## src/mrfc_pkg.sv

```systemverilog
package mrfc_pkg;

  localparam logic [1:0] KIND_ID     = 2'd0;
  localparam logic [1:0] KIND_FUNC   = 2'd1;
  localparam logic [1:0] KIND_DATA   = 2'd2;
  localparam logic [1:0] KIND_STATUS = 2'd3;

  localparam logic [1:0] STAT_OK        = 2'd0;
  localparam logic [1:0] STAT_BAD_CRC   = 2'd1;
  localparam logic [1:0] STAT_TOO_LONG  = 2'd2;
  localparam logic [1:0] STAT_TOO_SHORT = 2'd3;

  localparam logic [15:0] CRC_INIT = 16'hFFFF;
  localparam logic [15:0] CRC_POLY = 16'hA001;

  localparam int          COUNT_W        = 9;
  localparam logic [8:0]  COUNT_SAT      = 9'd511;
  localparam logic [8:0]  MIN_FRAME      = 9'd4;
  localparam logic [8:0]  CRC_BYTES      = 9'd2;
  localparam logic [7:0]  MAX_DATA_RESET = 8'd252;

  // result queue depth, at least two
  localparam int RES_DEPTH = 4;

  typedef struct packed {
    logic [1:0] kind;
    logic [7:0] value;
    logic [1:0] status;
    logic       last;
  } result_t;

  typedef struct packed {
    logic [1:0] n;
    result_t    r0;
    result_t    r1;
  } push_t;

  function automatic logic [15:0] crc_fold(input logic [15:0] crc, input logic [7:0] b);
    logic [15:0] c;
    c = crc ^ {8'h00, b};
    for (int i = 0; i < 8; i++) begin
      c = c[0] ? ((c >> 1) ^ CRC_POLY) : (c >> 1);
    end
    return c;
  endfunction

endpackage

```

## src/mrfc_core.sv

```systemverilog
module mrfc_core (
  input  logic                 clk,
  input  logic                 rst,
  input  logic                 fire,
  input  logic [7:0]           in_byte,
  input  logic                 frame_end,
  input  logic [7:0]           max_data,
  output mrfc_pkg::push_t      push
);

  logic [15:0] crc_accum;
  logic [7:0]  held0;
  logic [7:0]  held1;
  logic [mrfc_pkg::COUNT_W-1:0] byte_count;

  logic [15:0] crc_next;
  logic [mrfc_pkg::COUNT_W-1:0] count_next;
  logic [mrfc_pkg::COUNT_W-1:0] tail;
  logic        emit;
  logic [1:0]  kind;
  logic [1:0]  st;
  mrfc_pkg::result_t byte_res;
  mrfc_pkg::result_t stat_res;

  always_comb begin
    emit = byte_count >= mrfc_pkg::CRC_BYTES;
    if (byte_count == mrfc_pkg::CRC_BYTES) begin
      kind = mrfc_pkg::KIND_ID;
    end else if (byte_count == mrfc_pkg::CRC_BYTES + 9'd1) begin
      kind = mrfc_pkg::KIND_FUNC;
    end else begin
      kind = mrfc_pkg::KIND_DATA;
    end
    crc_next   = emit ? mrfc_pkg::crc_fold(crc_accum, held0) : crc_accum;
    count_next = (byte_count == mrfc_pkg::COUNT_SAT) ? mrfc_pkg::COUNT_SAT
                                                     : byte_count + 9'd1;
    tail = count_next - mrfc_pkg::MIN_FRAME;

    // length short beats crc, crc beats data length
    if (count_next < mrfc_pkg::MIN_FRAME) begin
      st = mrfc_pkg::STAT_TOO_SHORT;
    end else if ({in_byte, held1} != crc_next) begin
      st = mrfc_pkg::STAT_BAD_CRC;
    end else if (tail > {1'b0, max_data}) begin
      st = mrfc_pkg::STAT_TOO_LONG;
    end else begin
      st = mrfc_pkg::STAT_OK;
    end

    byte_res = '{kind: kind, value: held0, status: mrfc_pkg::STAT_OK, last: 1'b0};
    stat_res = '{kind: mrfc_pkg::KIND_STATUS, value: 8'd0, status: st, last: 1'b1};

    push.n  = fire ? ({1'b0, emit} + {1'b0, frame_end}) : 2'd0;
    push.r0 = emit ? byte_res : stat_res;
    push.r1 = stat_res;
  end

  always_ff @(posedge clk) begin
    if (rst) begin
      crc_accum  <= mrfc_pkg::CRC_INIT;
      held0      <= 8'd0;
      held1      <= 8'd0;
      byte_count <= '0;
    end else if (fire) begin
      if (frame_end) begin
        crc_accum  <= mrfc_pkg::CRC_INIT;
        held0      <= 8'd0;
        held1      <= 8'd0;
        byte_count <= '0;
      end else begin
        crc_accum  <= crc_next;
        held0      <= held1;
        held1      <= in_byte;
        byte_count <= count_next;
      end
    end
  end

endmodule

```

## src/mrfc_fifo.sv

```systemverilog
module mrfc_fifo #(
  parameter int DEPTH = mrfc_pkg::RES_DEPTH
) (
  input  logic              clk,
  input  logic              rst,
  input  mrfc_pkg::push_t   push,
  input  logic              pop,
  output logic              room,
  output logic              not_empty,
  output mrfc_pkg::result_t head
);

  localparam int PTR_W = (DEPTH > 1) ? $clog2(DEPTH) : 1;
  localparam int CNT_W = $clog2(DEPTH + 1);

  mrfc_pkg::result_t mem [DEPTH];
  logic [PTR_W-1:0] wr_ptr;
  logic [PTR_W-1:0] rd_ptr;
  logic [CNT_W-1:0] count;
  logic [PTR_W-1:0] wr_ptr1;
  logic [PTR_W-1:0] wr_ptr2;
  logic [PTR_W-1:0] rd_ptr1;
  logic [PTR_W-1:0] wr_ptr_next;
  logic [CNT_W-1:0] count_next;

  always_comb begin
    wr_ptr1 = (wr_ptr == PTR_W'(DEPTH - 1)) ? '0 : wr_ptr + 1'b1;
    wr_ptr2 = (wr_ptr1 == PTR_W'(DEPTH - 1)) ? '0 : wr_ptr1 + 1'b1;
    rd_ptr1 = (rd_ptr == PTR_W'(DEPTH - 1)) ? '0 : rd_ptr + 1'b1;
    case (push.n)
      2'd1:    wr_ptr_next = wr_ptr1;
      2'd2:    wr_ptr_next = wr_ptr2;
      default: wr_ptr_next = wr_ptr;
    endcase
    count_next = count + CNT_W'(push.n) - CNT_W'(pop);
  end

  assign room      = count <= CNT_W'(DEPTH - 2);
  assign not_empty = count != '0;
  assign head      = mem[rd_ptr];

  always_ff @(posedge clk) begin
    if (push.n != 2'd0) begin
      mem[wr_ptr] <= push.r0;
    end
    if (push.n == 2'd2) begin
      mem[wr_ptr1] <= push.r1;
    end
  end

  always_ff @(posedge clk) begin
    if (rst) begin
      wr_ptr <= '0;
      rd_ptr <= '0;
      count  <= '0;
    end else begin
      wr_ptr <= wr_ptr_next;
      count  <= count_next;
      if (pop) begin
        rd_ptr <= rd_ptr1;
      end
    end
  end

endmodule

```

## src/modbus_rtu_frame_checker_unit.sv

```systemverilog
// Path: with the queue empty and the output ready, results pass the input register, then
//   the result queue; a status follows its frame's last byte when the final beat releases one.
// Throughput: one input beat per cycle while the queue has room, set by the combinational
//   byte CRC update; a final beat that releases a byte yields two output beats, and the
//   output side drains one per cycle while m_axis_tready is high.
// Reset: clears CRC, held bytes, count and result queue; max_data returns to 252.
module modbus_rtu_frame_checker_unit #(
  parameter int RES_DEPTH = mrfc_pkg::RES_DEPTH
) (
  input  logic        clk,
  input  logic        rst,
  input  logic        s_axis_tvalid,
  output logic        s_axis_tready,
  input  logic [7:0]  s_axis_tdata,   // [7:0] in_byte
  input  logic        s_axis_tlast,   // frame_end
  output logic        m_axis_tvalid,
  input  logic        m_axis_tready,
  output logic [15:0] m_axis_tdata,   // [7:0] value, [9:8] status, rest zero
  output logic [1:0]  m_axis_tuser,   // [1:0] kind
  output logic        m_axis_tlast,   // last
  input  logic        cfg_valid,
  output logic        cfg_ready,
  input  logic [7:0]  cfg_data        // max_data
);

  logic              in_vld;
  logic [7:0]        in_byte;
  logic              in_end;
  logic [7:0]        max_data;
  logic              room;
  logic              fire;
  logic              pop;
  mrfc_pkg::push_t   push;
  mrfc_pkg::result_t head;

  assign fire          = in_vld && room;
  assign s_axis_tready = !in_vld || fire;
  assign cfg_ready     = 1'b1;
  assign pop           = m_axis_tvalid && m_axis_tready;

  always_ff @(posedge clk) begin
    if (rst) begin
      in_vld   <= 1'b0;
      max_data <= mrfc_pkg::MAX_DATA_RESET;
    end else begin
      if (s_axis_tready) begin
        in_vld <= s_axis_tvalid;
      end
      if (cfg_valid && cfg_ready) begin
        max_data <= cfg_data;
      end
    end
  end

  always_ff @(posedge clk) begin
    if (s_axis_tvalid && s_axis_tready) begin
      in_byte <= s_axis_tdata;
      in_end  <= s_axis_tlast;
    end
  end

  mrfc_core u_core (
    .clk       (clk),
    .rst       (rst),
    .fire      (fire),
    .in_byte   (in_byte),
    .frame_end (in_end),
    .max_data  (max_data),
    .push      (push)
  );

  mrfc_fifo #(
    .DEPTH (RES_DEPTH)
  ) u_fifo (
    .clk       (clk),
    .rst       (rst),
    .push      (push),
    .pop       (pop),
    .room      (room),
    .not_empty (m_axis_tvalid),
    .head      (head)
  );

  assign m_axis_tdata = {6'd0, head.status, head.value};
  assign m_axis_tuser = head.kind;
  assign m_axis_tlast = head.last;

  // status beat and only the status beat closes the frame
  a_last_on_status: assert property (@(posedge clk) disable iff (rst)
    m_axis_tvalid |-> ((m_axis_tuser == mrfc_pkg::KIND_STATUS) == m_axis_tlast))
    else $error("tlast does not match status beat");

  a_byte_status_zero: assert property (@(posedge clk) disable iff (rst)
    (m_axis_tvalid && m_axis_tuser != mrfc_pkg::KIND_STATUS) |-> m_axis_tdata[9:8] == 2'd0)
    else $error("byte beat carries a status");

  a_status_value_zero: assert property (@(posedge clk) disable iff (rst)
    (m_axis_tvalid && m_axis_tuser == mrfc_pkg::KIND_STATUS) |-> m_axis_tdata[7:0] == 8'd0)
    else $error("status beat carries a byte");

  a_double_push_on_end: assert property (@(posedge clk) disable iff (rst)
    (push.n == 2'd2) |-> (fire && in_end && push.r1.last && !push.r0.last))
    else $error("two results pushed outside a frame end");

  a_push_needs_fire: assert property (@(posedge clk) disable iff (rst)
    (push.n != 2'd0) |-> fire)
    else $error("result pushed without an item");

endmodule
```

## config.mk

```make
export PLATFORM = sky130hd
export DESIGN_NAME = modbus_rtu_frame_checker_unit
export DESIGN_NICKNAME = d
export VERILOG_FILES = /design/src/mrfc_pkg.sv /design/src/mrfc_core.sv /design/src/mrfc_fifo.sv /design/src/modbus_rtu_frame_checker_unit.sv
export SDC_FILE = /design/constraint.sdc
export NUM_CORES = 1
export LEC_CHECK = 0
export BUFFER_PORTS_ARGS = -buffer_cell sky130_fd_sc_hd__buf_4
export CORE_MARGIN = 1.5
export CORE_UTILIZATION = 45
export DETAILED_ROUTE_END_ITERATION = 10
export MAX_ROUTING_LAYER = met4
export SLEW_MARGIN = 25
export SYNTH_ARGS = -nofsm -noshare
export SYNTH_HDL_FRONTEND = slang
export SYNTH_SLANG_ARGS = --single-unit
```

## constraint.sdc

```tcl
create_clock -name clk -period 4.2 [get_ports clk]
set_input_delay 0.21 -clock clk [delete_from_list [all_inputs] [get_ports clk]]
set_output_delay 0.21 -clock clk [all_outputs]
set_load 0.01 [all_outputs]
```

## After elaboration in Yosys (flattened, before gate mapping)

Memory sizes are Yosys's and may differ from the RTL's. A register that Yosys moved wholly into a read port is not among the register bits.
Cells that the tools add are included.

- Memory bits (read-only): 0
- Bits in latches: 0
- Output and inout bits: 22
- Memories: 1
- Register bits after elaboration: 66
- Bits in writable memories: 52
- Word-level logic and storage cells: 81

- Bitwise gates (word level): 9
- Div/mod/pow operators: 0
- Shift-type cells: 0
- $add $sub $neg: 8
- Eq/ne operators: 9
- Mux-type cells: 31
- Order comparisons: 4
- Multiply operators: 0
- Reductions and logical operators: 8

Memories:

| name | depth | bits a word | read ports | clocked after Yosys merged registers in | wr ports | RTL line | text |
|---|---|---|---|---|---|---|---|
| u_fifo.mem | 4 | 13 | 1 | 1 | 2 | mrfc_fifo.sv:16 | `mrfc_pkg::result_t mem [DEPTH];` |

Operators with widths:

| kind | count |
|---|---|
| two-way mux 16 bit | 10 |
| NOT 2 -> 3 bit | 8 |
| two-way mux 2 bit | 11 |
| == test 9 x 2 -> 1 bit, second input constant | 2 |
| two-way mux 9 bit | 2 |
| two-way mux 8 bit | 2 |
| != test 16 bit | 1 |
| bitwise XOR 16 x 8 -> 16 bit | 1 |
| two-way mux 13 bit | 1 |
| adder 9 x 1 -> 9 bit, second input constant | 1 |
| == test 9 bit, second input constant | 1 |
| >= comparator 9 x 2 -> 1 bit, second input constant | 1 |
| greater-than comparator 9 x 8 -> 1 bit | 1 |
| less-than comparator 9 x 3 -> 1 bit, second input constant | 1 |
| subtractor 9 x 3 -> 9 bit, second input constant | 1 |
| == test 2 bit, second input constant | 4 |
| adder 2 x 1 -> 2 bit, second input constant | 3 |
| two-way mux 1 bit | 4 |
| one-hot mux 2 bit (2 select lines) | 1 |
| nonzero test 2 bit | 2 |
| adder 3 x 2 -> 3 bit | 1 |
| <= comparator 3 x 2 -> 1 bit, second input constant | 1 |
| logical AND 1 bit | 3 |
| nonzero test 3 bit | 1 |
| 5 further kinds | 5 |

## Longest topological paths before layout

Gate-level depths: netlist of the first run.

- Depth in word-level cells: 22
- Depth in mapped cells: 18
- Depth with buffers taken out: 15

## Cells and area by module

From an unflattened synthesis of the first run, not the netlist that was laid out.

- Cells, all modules: 603
- Area total of the unflattened synthesis: 6625.1 µm²

Modules (own cells, without submodules):

| module | cells an instance | area an instance (µm²) | instances |
|---|---|---|---|
| mrfc_fifo | 188 | 3055.4 | 1 |
| mrfc_core | 364 | 2882.8 | 1 |
| modbus_rtu_frame_checker_unit | 51 | 686.9 | 1 |

## Least setup slack after synthesis of the first run

Ideal clock, no wire load.

- Path kind: register -> register
- From: register u_core.byte_count[1] (netlist name)
- To: memory u_fifo.mem[0][2] (netlist name), data pin
- Period minus slack after synthesis: 3.712 ns
- Buffers on the path: 2
- Data arrival time: 3.456 ns
- Setup time: 0.257 ns
- Stages on the path, launching flop included: 18
- Path slack: 0.488 ns
- Cells stage by stage: dfxtp_1 ha_1 clkbuf_1 and4_1 nand2_1 nor2_1 nand2_1 clkbuf_1 nand2_1 ha_1 nor2b_1 o21a_1 o21a_1 o211ai_1 a21boi_0 o31ai_1 a21oi_1 a32o_1

RTL lines:

| item | RTL line | text |
|---|---|---|
| from (decl) | mrfc_core.sv:14 | `logic [mrfc_pkg::COUNT_W-1:0] byte_count;` |
| from (signal assigned) | mrfc_core.sv:74 | `byte_count <= count_next;` |
| to (decl) | mrfc_fifo.sv:16 |  |

==> impl_metrics.py, run 1 <==
metrics = {
    "synthesis": {
        "yosysWarnings": 0,
        "synth.lib_cells_used.distinct": 51,
        "synth_edf_count": 17,
        "synth_top_family_by_area": "simple AND/OR/NAND/NOR gates",
        "yosys-mux-area-fraction": 0.0745,
        "post_synth_and_or_nand_nor_area_fraction": 0.185,
        "synth_fa_ha_area_frac": 0.0505,
        "syn-cell-area_um2": 6100,
        "share_of_the_synthesized_netlist_area_taken_by_xor_and_xnor_gates": 0.0749,
        "synth_top_flop_cell": "dfxtp_1",
        "netlist_instances": 676,
        "synthArstFlopShare": 0,
        "post_synthesis_average_cell_area_um2": 9.02,
        "fraction_of_the_mapped_netlist_area_in_compound_gates": 0.139,
        "synth.ff_latch_count": 120,
        "synth_sequential_area_ratio": 0.422,
    },
    "critical_path": {
        "cpLargestDelayFamily": "compound AO/OA/AOI/OAI gates",
        "setup.worst_path.start": "u_core.byte_count[1]$_SDFFE_PP0P_",
        "critical-path-top-cell-by-count": "nand2_1",
        "critPathRequiredTime_ns": 4.38,
        "rrSetupSlack_ns": 0.31,
        "worst_r2r_startpoint": "u_core.byte_count[1]$_SDFFE_PP0P_",
        "cpMaxStageDelayCell": "dfxtp_2",
        "worst_path_largest_cell_delay_ns": 0.42,
        "end_kind": "flip-flop",
        "worst_setup_path_start_kind": "flip-flop",
        "critical_path_peak_fanout": 8,
        "timing.setup.critical_path_class": "flip-flop to flip-flop",
        "timing.critical_path.buf_inv": 1,
        "crit_chain": "ha_2 > and4_1 > nand2_1 > nor2_1 > nand2_1 > nand2_1 > ha_1 > nor2b_1 > o21a_1 > o21a_1 > o211ai_1 > a21boi_0 > o31ai_2 > buf_4 > a21oi_1 > a32o_1",
        "rr_worst_depth": 16,
        "critPathArrivalTime_ns": 4.06,
        "worst_setup_path_endpoint": "u_fifo.mem[1][2]$_DFFE_PP_",
        "capture_instance_of_the_worst_register_to_register_path": "u_fifo.mem[1][2]$_DFFE_PP_",
        "crit_cells": 16,
    },
    "power_and_ir_drop": {
        "pwr_density_cell_nw_per_um2": 458,
        "total_leakage_power_nw": 2.74,
        "ir_drop_uv": 278,
    },
    "floorplan": {
        "fp.dieArea_um2": 14300,
        "initial_core_utilization": 0.460,
        "die_h_um": 119,
        "num_io_pins": 44,
        "rows": 42,
        "core_area_um2": 13200,
        "horizontal_die_dimension_um": 119,
    },
    "finish": {
        "layout.nets": 754,
        "final_common_cell": "nand2_1",
        "fin_util": 0.536,
        "layout_common_cells": "116 x nand2_1, 102 x dfxtp_1, 76 x a21oi_1, 50 x buf_4, 36 x xnor2_1",
        "drive_above_1_share": 0.136,
        "layout.cells.non_filler": 897,
        "syn2layout_area_growth_pct": 16.4,
        "antenna-diode-count": 0,
    },
    "sta": {
        "hold_violations": 0,
        "tightestPinTransition_ns": 1.03,
        "timing_max_transition_violations_final": 0,
        "setup-tns-final_ns": 0,
        "grt_setup_unrepaired": "false",
        "finalCritPeriodShare": 0.925,
        "fin_ws_ns": 0.313,
        "final_period_minus_worst_setup_slack_ns": 3.89,
        "worst_slew_margin_relative_to_its_limit": 0.306,
        "max_clock_freq_mhz": 257,
        "timing.clock.skew_ns": 0.00807,
        "final-setup-viol-count": 0,
    },
    "global_routing": {
        "track_usage": 0.223,
        "global_route_wire_length_before_repair_um": 24100,
        "grt_pass1_vias": 4815,
        "grt_max_degree": 37,
        "antenna_found_initial": 0,
        "globalRoute.totalOverflow": 0,
    },
    "clocking": {
        "clock-sinks": 120,
        "numCtsBuffers": 17,
        "clock_tree_from_tritoncts": "done",
        "clk_root_buffer_cell": "clkbuf_16",
        "clock_tree.buffer_depth": 2,
        "clkLatencyLatePin_ns": 0.42,
        "cts_h_tree_depth": 4,
        "path_clk_slew_ns": 0.05,
    },
    "worst_hold_path": {
        "worstHoldPathType": "input pin to flip-flop",
    },
    "placed_design": {
        "buffer_ports.inserted": 36,
        "placed_cells": 855,
        "finalWeightedCongestion": 0.921,
        "pre_cts_ws_ns": 0.0739,
        "dp_hpwl_um": 9900,
    },
    "detailed_routing": {
        "route.detailed.wl_per_inst_um": 16.2,
        "post_drt_via_cell_ratio": 5.44,
        "detailedRoute.firstPassIterationCount": 5,
        "postRouteWirelength_um": 14500,
        "drtIter0Drc": 402,
        "dr_total_vias": 4884,
        "ant_nets": 0,
        "route.detailed.drc": 0,
    },
    "status": {
        "status": "complete, no violations",
    },
    "job": {
        "drv.max_cap_violation_count": 0,
    },
}
[synth_stat cells (all sizes together), types with 2 or more instances]
library cell / count / share of area
o21ai: 8 / 0.0066
nand3b: 15 / 0.018
nor2b: 6 / 0.0062
edfxtp: 17 / 0.084
a41oi: 3 / 0.0043
ha: 23 / 0.047
xnor2: 36 / 0.052
a22oi: 2 / 0.0025
a21oi: 76 / 0.062
a21boi: 2 / 0.0025
conb: 2 / 0.0012
nand3: 34 / 0.028
nand4: 4 / 0.0041
a211oi: 2 / 0.0025
mux4: 13 / 0.048
o22ai: 18 / 0.018
o211ai: 15 / 0.018
inv: 23 / 0.015
xor2: 11 / 0.016
a2bb2oi: 2 / 0.0029
nor4: 5 / 0.0072
or3: 4 / 0.0041
mux2i: 15 / 0.025
a32o: 4 / 0.0066
nor2: 28 / 0.017
xnor3: 2 / 0.0074
nand2: 116 / 0.071
dfxtp: 103 / 0.34
and2: 8 / 0.0082
o21a: 2 / 0.0025
buf: 19 / 0.019
clkbuf: 32 / 0.020
nand2b: 6 / 0.0062
nor3: 7 / 0.0094
a31oi: 3 / 0.0031
[final cells by class]
| type | count | area [um^2] |
|---|---|---|
| Fill cell | 1247 | 6140 |
| Sequential cell | 120 | 2570 |
| Timing Repair Buffer | 59 | 465 |
| Inverter | 23 | 88.8 |
| Clock buffer | 22 | 444 |
| Clock inverter | 10 | 80.1 |
| Multi-Input combinational cell | 487 | 3230 |
| Tap cell | 176 | 220 |
[worst reg2reg max path, stage by stage, from the launching register on]
cell and delay, ns:
dfxtp_2 0.42, ha_2 0.30, and4_1 0.31, nand2_1 0.08, nor2_1 0.26, nand2_1 0.24
nand2_1 0.16, ha_1 0.25, nor2b_1 0.14, o21a_1 0.17, o21a_1 0.17, o211ai_1 0.19
a21boi_0 0.17, o31ai_2 0.28, buf_4 0.17, a21oi_1 0.07, a32o_1 0.27
[worst min path at each step]
| stage | start | end | slack [ns] | depth (start not counted) |
|---|---|---|---|---|
| after CTS | cfg_data[4] | max_data[4]$_SDFFE_PP1P_ | 0.003 | 3 |
| after detailed placement | s_axis_tdata[0] | in_byte[0]$_DFFE_PP_ | 0.39 | 1 |
| after global placement | s_axis_tlast | in_end$_DFFE_PP_ | 0.39 | 1 |
| after floorplan | s_axis_tdata[0] | in_byte[0]$_DFFE_PP_ | 0.31 | 0 |
| final | cfg_data[4] | max_data[4]$_SDFFE_PP1P_ | 0.01 | 3 |
| after global routing | cfg_data[5] | max_data[5]$_SDFFE_PP1P_ | 0.02 | 3 |
[through the flow]
step | hold WS (ns) | area (um^2) | power, mW
final | 0.00986 | 7100 | 3.25
after global routing | 0.0153 | 7100 | 3.40
after CTS | 0.00335 | 7080 | 3.27
after detailed placement | 0.389 | 6470 | 1.95
after global placement | 0.388 | 6470 | 1.92
after floorplan | 0.309 | 6110 | 1.76
[cell families (layout without fill, tap and decap cells)]
family,after synthesis,in the layout
buffers and inverters,74,114
and+or+nand+nor,237,237
muxes,29,29
AOI/OAI and AO/OA,141,141
adders and majority gates,24,24
other,2,7
DFF,120,120
xor gates and xnor gates,49,49
[timing repair]
item                                   CTS  global route
setup endpoints to repair                0             4
endpoints found under the hold margin    9             0
gates resized for setup                  0             3
hold buffers                             9             0
buffers inserted                         0             1
[where the power goes]
part	internal [mW]	total, mW	leakage (nW)	switching [mW]
logic	0.284	0.566	1.48	0.282
registers	1.28	1.37	1.01	0.0930
clock network	0.802	1.31	0.249	0.512
[metal layers]
metal	track usage	wire (um)	vias to the layer above
li1	-	-	2415
met1	0.279	6580	2326
met2	0.354	7030	121
met3	0.0412	623	22
met4	0.0967	275	0
met5	-	0	-
[state kept, by name (all words and copies together) (netlist names), 2 cells and up, named ones only]
signal and cells:
in_byte 8, max_data 8, u_core.byte_count 9, u_core.crc_accum 16
u_core.held0 8, u_core.held1 8, u_fifo.count 3, u_fifo.mem 52
u_fifo.rd_ptr 2, u_fifo.wr_ptr 2
No activity file was read; power rests on OpenSTA's default activity.
==> run 2, diff against run 1 <==
Settings changed: RECOVER_POWER set to 25.
==> run 2 against run 1 <==
Net effect:
- the flow now finishes with violations (max-capacitance violations, max-slew violations)
- register-to-register slack hardly changed
- power is 0.29% lower
- wire length hardly changed
- via count is 0.41% higher
- clock skew hardly changed
- utilization is 0.11 points lower
- sequential power hardly changed
- clock power hardly changed
- critical path depth stayed put
- combinational power is 2% lower
- hold slack hardly changed
- critical path type unchanged
- highest routed layer unchanged
==> impl_metrics.py, run 2 (synthesis gave the netlist of run 1 again) <==
metrics = {
    "detailed_routing": {
        "dr_total_vias": 4904,
        "detailedRoute.firstPassIterationCount": 5,
        "drtIter0Drc": 409,
        "ant_nets": 0,
        "post_drt_via_cell_ratio": 5.47,
        "route.detailed.drc": 0,
        "postRouteWirelength_um": 14500,
        "route.detailed.wl_per_inst_um": 16.2,
    },
    "global_routing": {
        "globalRoute.totalOverflow": 0,
        "global_route_wire_length_before_repair_um": 24100,
        "grt_max_degree": 37,
        "grt_pass1_vias": 4815,
        "antenna_found_initial": 0,
        "track_usage": 0.223,
    },
    "status": {
        "status": "finished with violations",
        "failed_checks": "max-capacitance violations, max-slew violations",
    },
    "power_and_ir_drop": {
        "clockPowerShare": 0.406,
        "fraction_of_power_consumed_by_combinational_cells": 0.171,
        "power.share.switching": 0.274,
        "p_sw_uw": 886,
        "ir_drop_uv": 278,
        "pwr_density_cell_nw_per_um2": 457,
        "total_leakage_power_nw": 2.72,
        "sequentialPowerShare": 0.423,
        "internal_power_mw": 2.35,
    },
    "sta": {
        "finalCritPeriodShare": 0.927,
        "final_period_minus_worst_setup_slack_ns": 3.90,
        "hold_violations": 0,
        "final-setup-viol-count": 0,
        "timing_max_transition_violations_final": 37,
        "grt_setup_unrepaired": "false",
        "fin_ws_ns": 0.305,
        "worst_slew_margin_relative_to_its_limit": -0.132,
        "hold-worst-slack_ns": 0.00961,
        "timing.clock.skew_ns": 0.00776,
        "max_clock_freq_mhz": 257,
        "setup-tns-final_ns": 0,
        "tightestPinTransition_ns": 1.70,
    },
    "critical_path": {
        "rr_worst_depth": 16,
        "critical_path_peak_fanout": 8,
        "rrSetupSlack_ns": 0.30,
        "worst_r2r_startpoint": "u_core.byte_count[1]$_SDFFE_PP0P_",
        "end_kind": "flip-flop",
        "critPathRequiredTime_ns": 4.37,
        "worst_setup_path_start_kind": "flip-flop",
        "capture_instance_of_the_worst_register_to_register_path": "u_fifo.mem[0][2]$_DFFE_PP_",
        "critPathArrivalTime_ns": 4.07,
        "timing.setup.critical_path_class": "flip-flop to flip-flop",
    },
    "floorplan": {
        "initial_core_utilization": 0.460,
        "rows": 42,
        "horizontal_die_dimension_um": 119,
        "num_io_pins": 44,
        "die_h_um": 119,
        "fp.dieArea_um2": 14300,
        "core_area_um2": 13200,
    },
    "job": {
        "drv.max_cap_violation_count": 1,
    },
    "finish": {
        "final_common_cell": "nand2_1",
        "syn2layout_area_growth_pct": 16.2,
        "drive_above_1_share": 0.130,
        "largest-register": "u_fifo.mem",
        "largest_register_ffs": 52,
        "layout.nets": 754,
        "antenna-diode-count": 0,
        "layout_common_cells": "116 x nand2_1, 102 x dfxtp_1, 76 x a21oi_1, 37 x buf_4, 36 x xnor2_1",
        "reg.largest.list": "u_fifo.mem: 52 flops, u_core.crc_accum: 16 flops, u_core.byte_count: 9 flops",
    },
    "clocking": {
        "numCtsBuffers": 17,
        "clk_root_buffer_cell": "clkbuf_16",
        "clkLatencyLatePin_ns": 0.42,
        "clock-sinks": 120,
        "path_clk_slew_ns": 0.05,
        "cts_h_tree_depth": 4,
        "clock_tree.buffer_depth": 2,
        "clock_tree_from_tritoncts": "done",
    },
    "worst_hold_path": {
        "min_path_cells": 3,
        "worstHoldPathType": "input pin to flip-flop",
        "hold_critical_path_endpoint": "max_data[4]$_SDFFE_PP1P_",
        "min_from": "cfg_data[4]",
    },
    "placed_design": {
        "pre_cts_ws_ns": 0.0739,
        "dp_hpwl_um": 9900,
        "buffer_ports.inserted": 36,
        "finalWeightedCongestion": 0.921,
    },
}
run 2: changes by cell type in the layout (fill, tap and decap cells not counted), sizes merged:
cell and change:
buf -13, clkbuf +13
run 2: what timing repair did:
item                       CTS  global route
setup endpoints to repair    0             4
hold buffers                 9             0
resized for setup            0             3
buffers inserted             0             1
hold endpoints to repair     9             0
run 2: cell type report:
type | instances | area, um^2
Tap cell | 176 | 220
Clock inverter | 10 | 80.1
Multi-Input combinational cell | 487 | 3230
Fill cell | 1251 | 6160
Sequential cell | 120 | 2570
Clock buffer | 22 | 444
Timing Repair Buffer | 59 | 450
Inverter | 23 | 88.8
run 2: per-stage QoR:
step | util | instance area [um^2] | std cells | total power, mW
floorplan | - | 6110 | 681 | 1.76
global placement | 0.488 | 6470 | 855 | 1.92
detailed placement | 0.488 | 6470 | 855 | 1.95
CTS | 0.535 | 7080 | 896 | 3.27
global route | 0.535 | 7080 | 897 | 3.39
finish | 0.535 | 7080 | 897 | 3.24
run 2: layer usage:
| metal | track usage | up-vias | routed length, um |
|---|---|---|---|
| li1 | - | 2415 | - |
| met5 | - | - | 0 |
| met4 | 0.0967 | 0 | 275 |
| met2 | 0.354 | 132 | 7000 |
| met1 | 0.279 | 2335 | 6570 |
| met3 | 0.0412 | 22 | 658 |
run 2: power by group through the flow:
stage / combinational (mW) / clock [mW] / sequential [mW]
final: 0.556 / 1.31 / 1.37
after detailed placement: 0.557 / 0 / 1.39
after CTS: 0.568 / 1.33 / 1.37
after floorplan: 0.416 / 0 / 1.35
after global routing: 0.622 / 1.38 / 1.39
after global placement: 0.537 / 0 / 1.39
run 2: how the worst max path moves through the flow:
stage                                           start                         end  slack, ns  cells past startpoint
floorplan           u_core.byte_count[1]$_SDFFE_PP0P_  u_fifo.mem[0][2]$_DFFE_PP_       0.49                     17
global placement    u_core.byte_count[1]$_SDFFE_PP0P_  u_fifo.mem[1][2]$_DFFE_PP_       0.32                     15
detailed placement  u_core.byte_count[1]$_SDFFE_PP0P_  u_fifo.mem[0][2]$_DFFE_PP_       0.07                     15
CTS                 u_core.byte_count[1]$_SDFFE_PP0P_  u_fifo.mem[3][2]$_DFFE_PP_       0.06                     15
global route        u_core.byte_count[1]$_SDFFE_PP0P_  u_fifo.mem[0][2]$_DFFE_PP_       0.07                     16
finish              u_core.byte_count[1]$_SDFFE_PP0P_  u_fifo.mem[0][2]$_DFFE_PP_       0.30                     16
run 2: worst max-delay path: stages (launching register included):
cell and delay [ns]:
dfxtp_2 0.42, ha_2 0.31, and4_1 0.31, nand2_1 0.08
nor2_1 0.26, nand2_1 0.25, nand2_1 0.16, ha_1 0.25
nor2b_1 0.14, o21a_1 0.16, o21a_1 0.17, o211ai_1 0.19
a21boi_0 0.17, o31ai_2 0.27, buf_4 0.17, a21oi_1 0.06
a32o_1 0.27
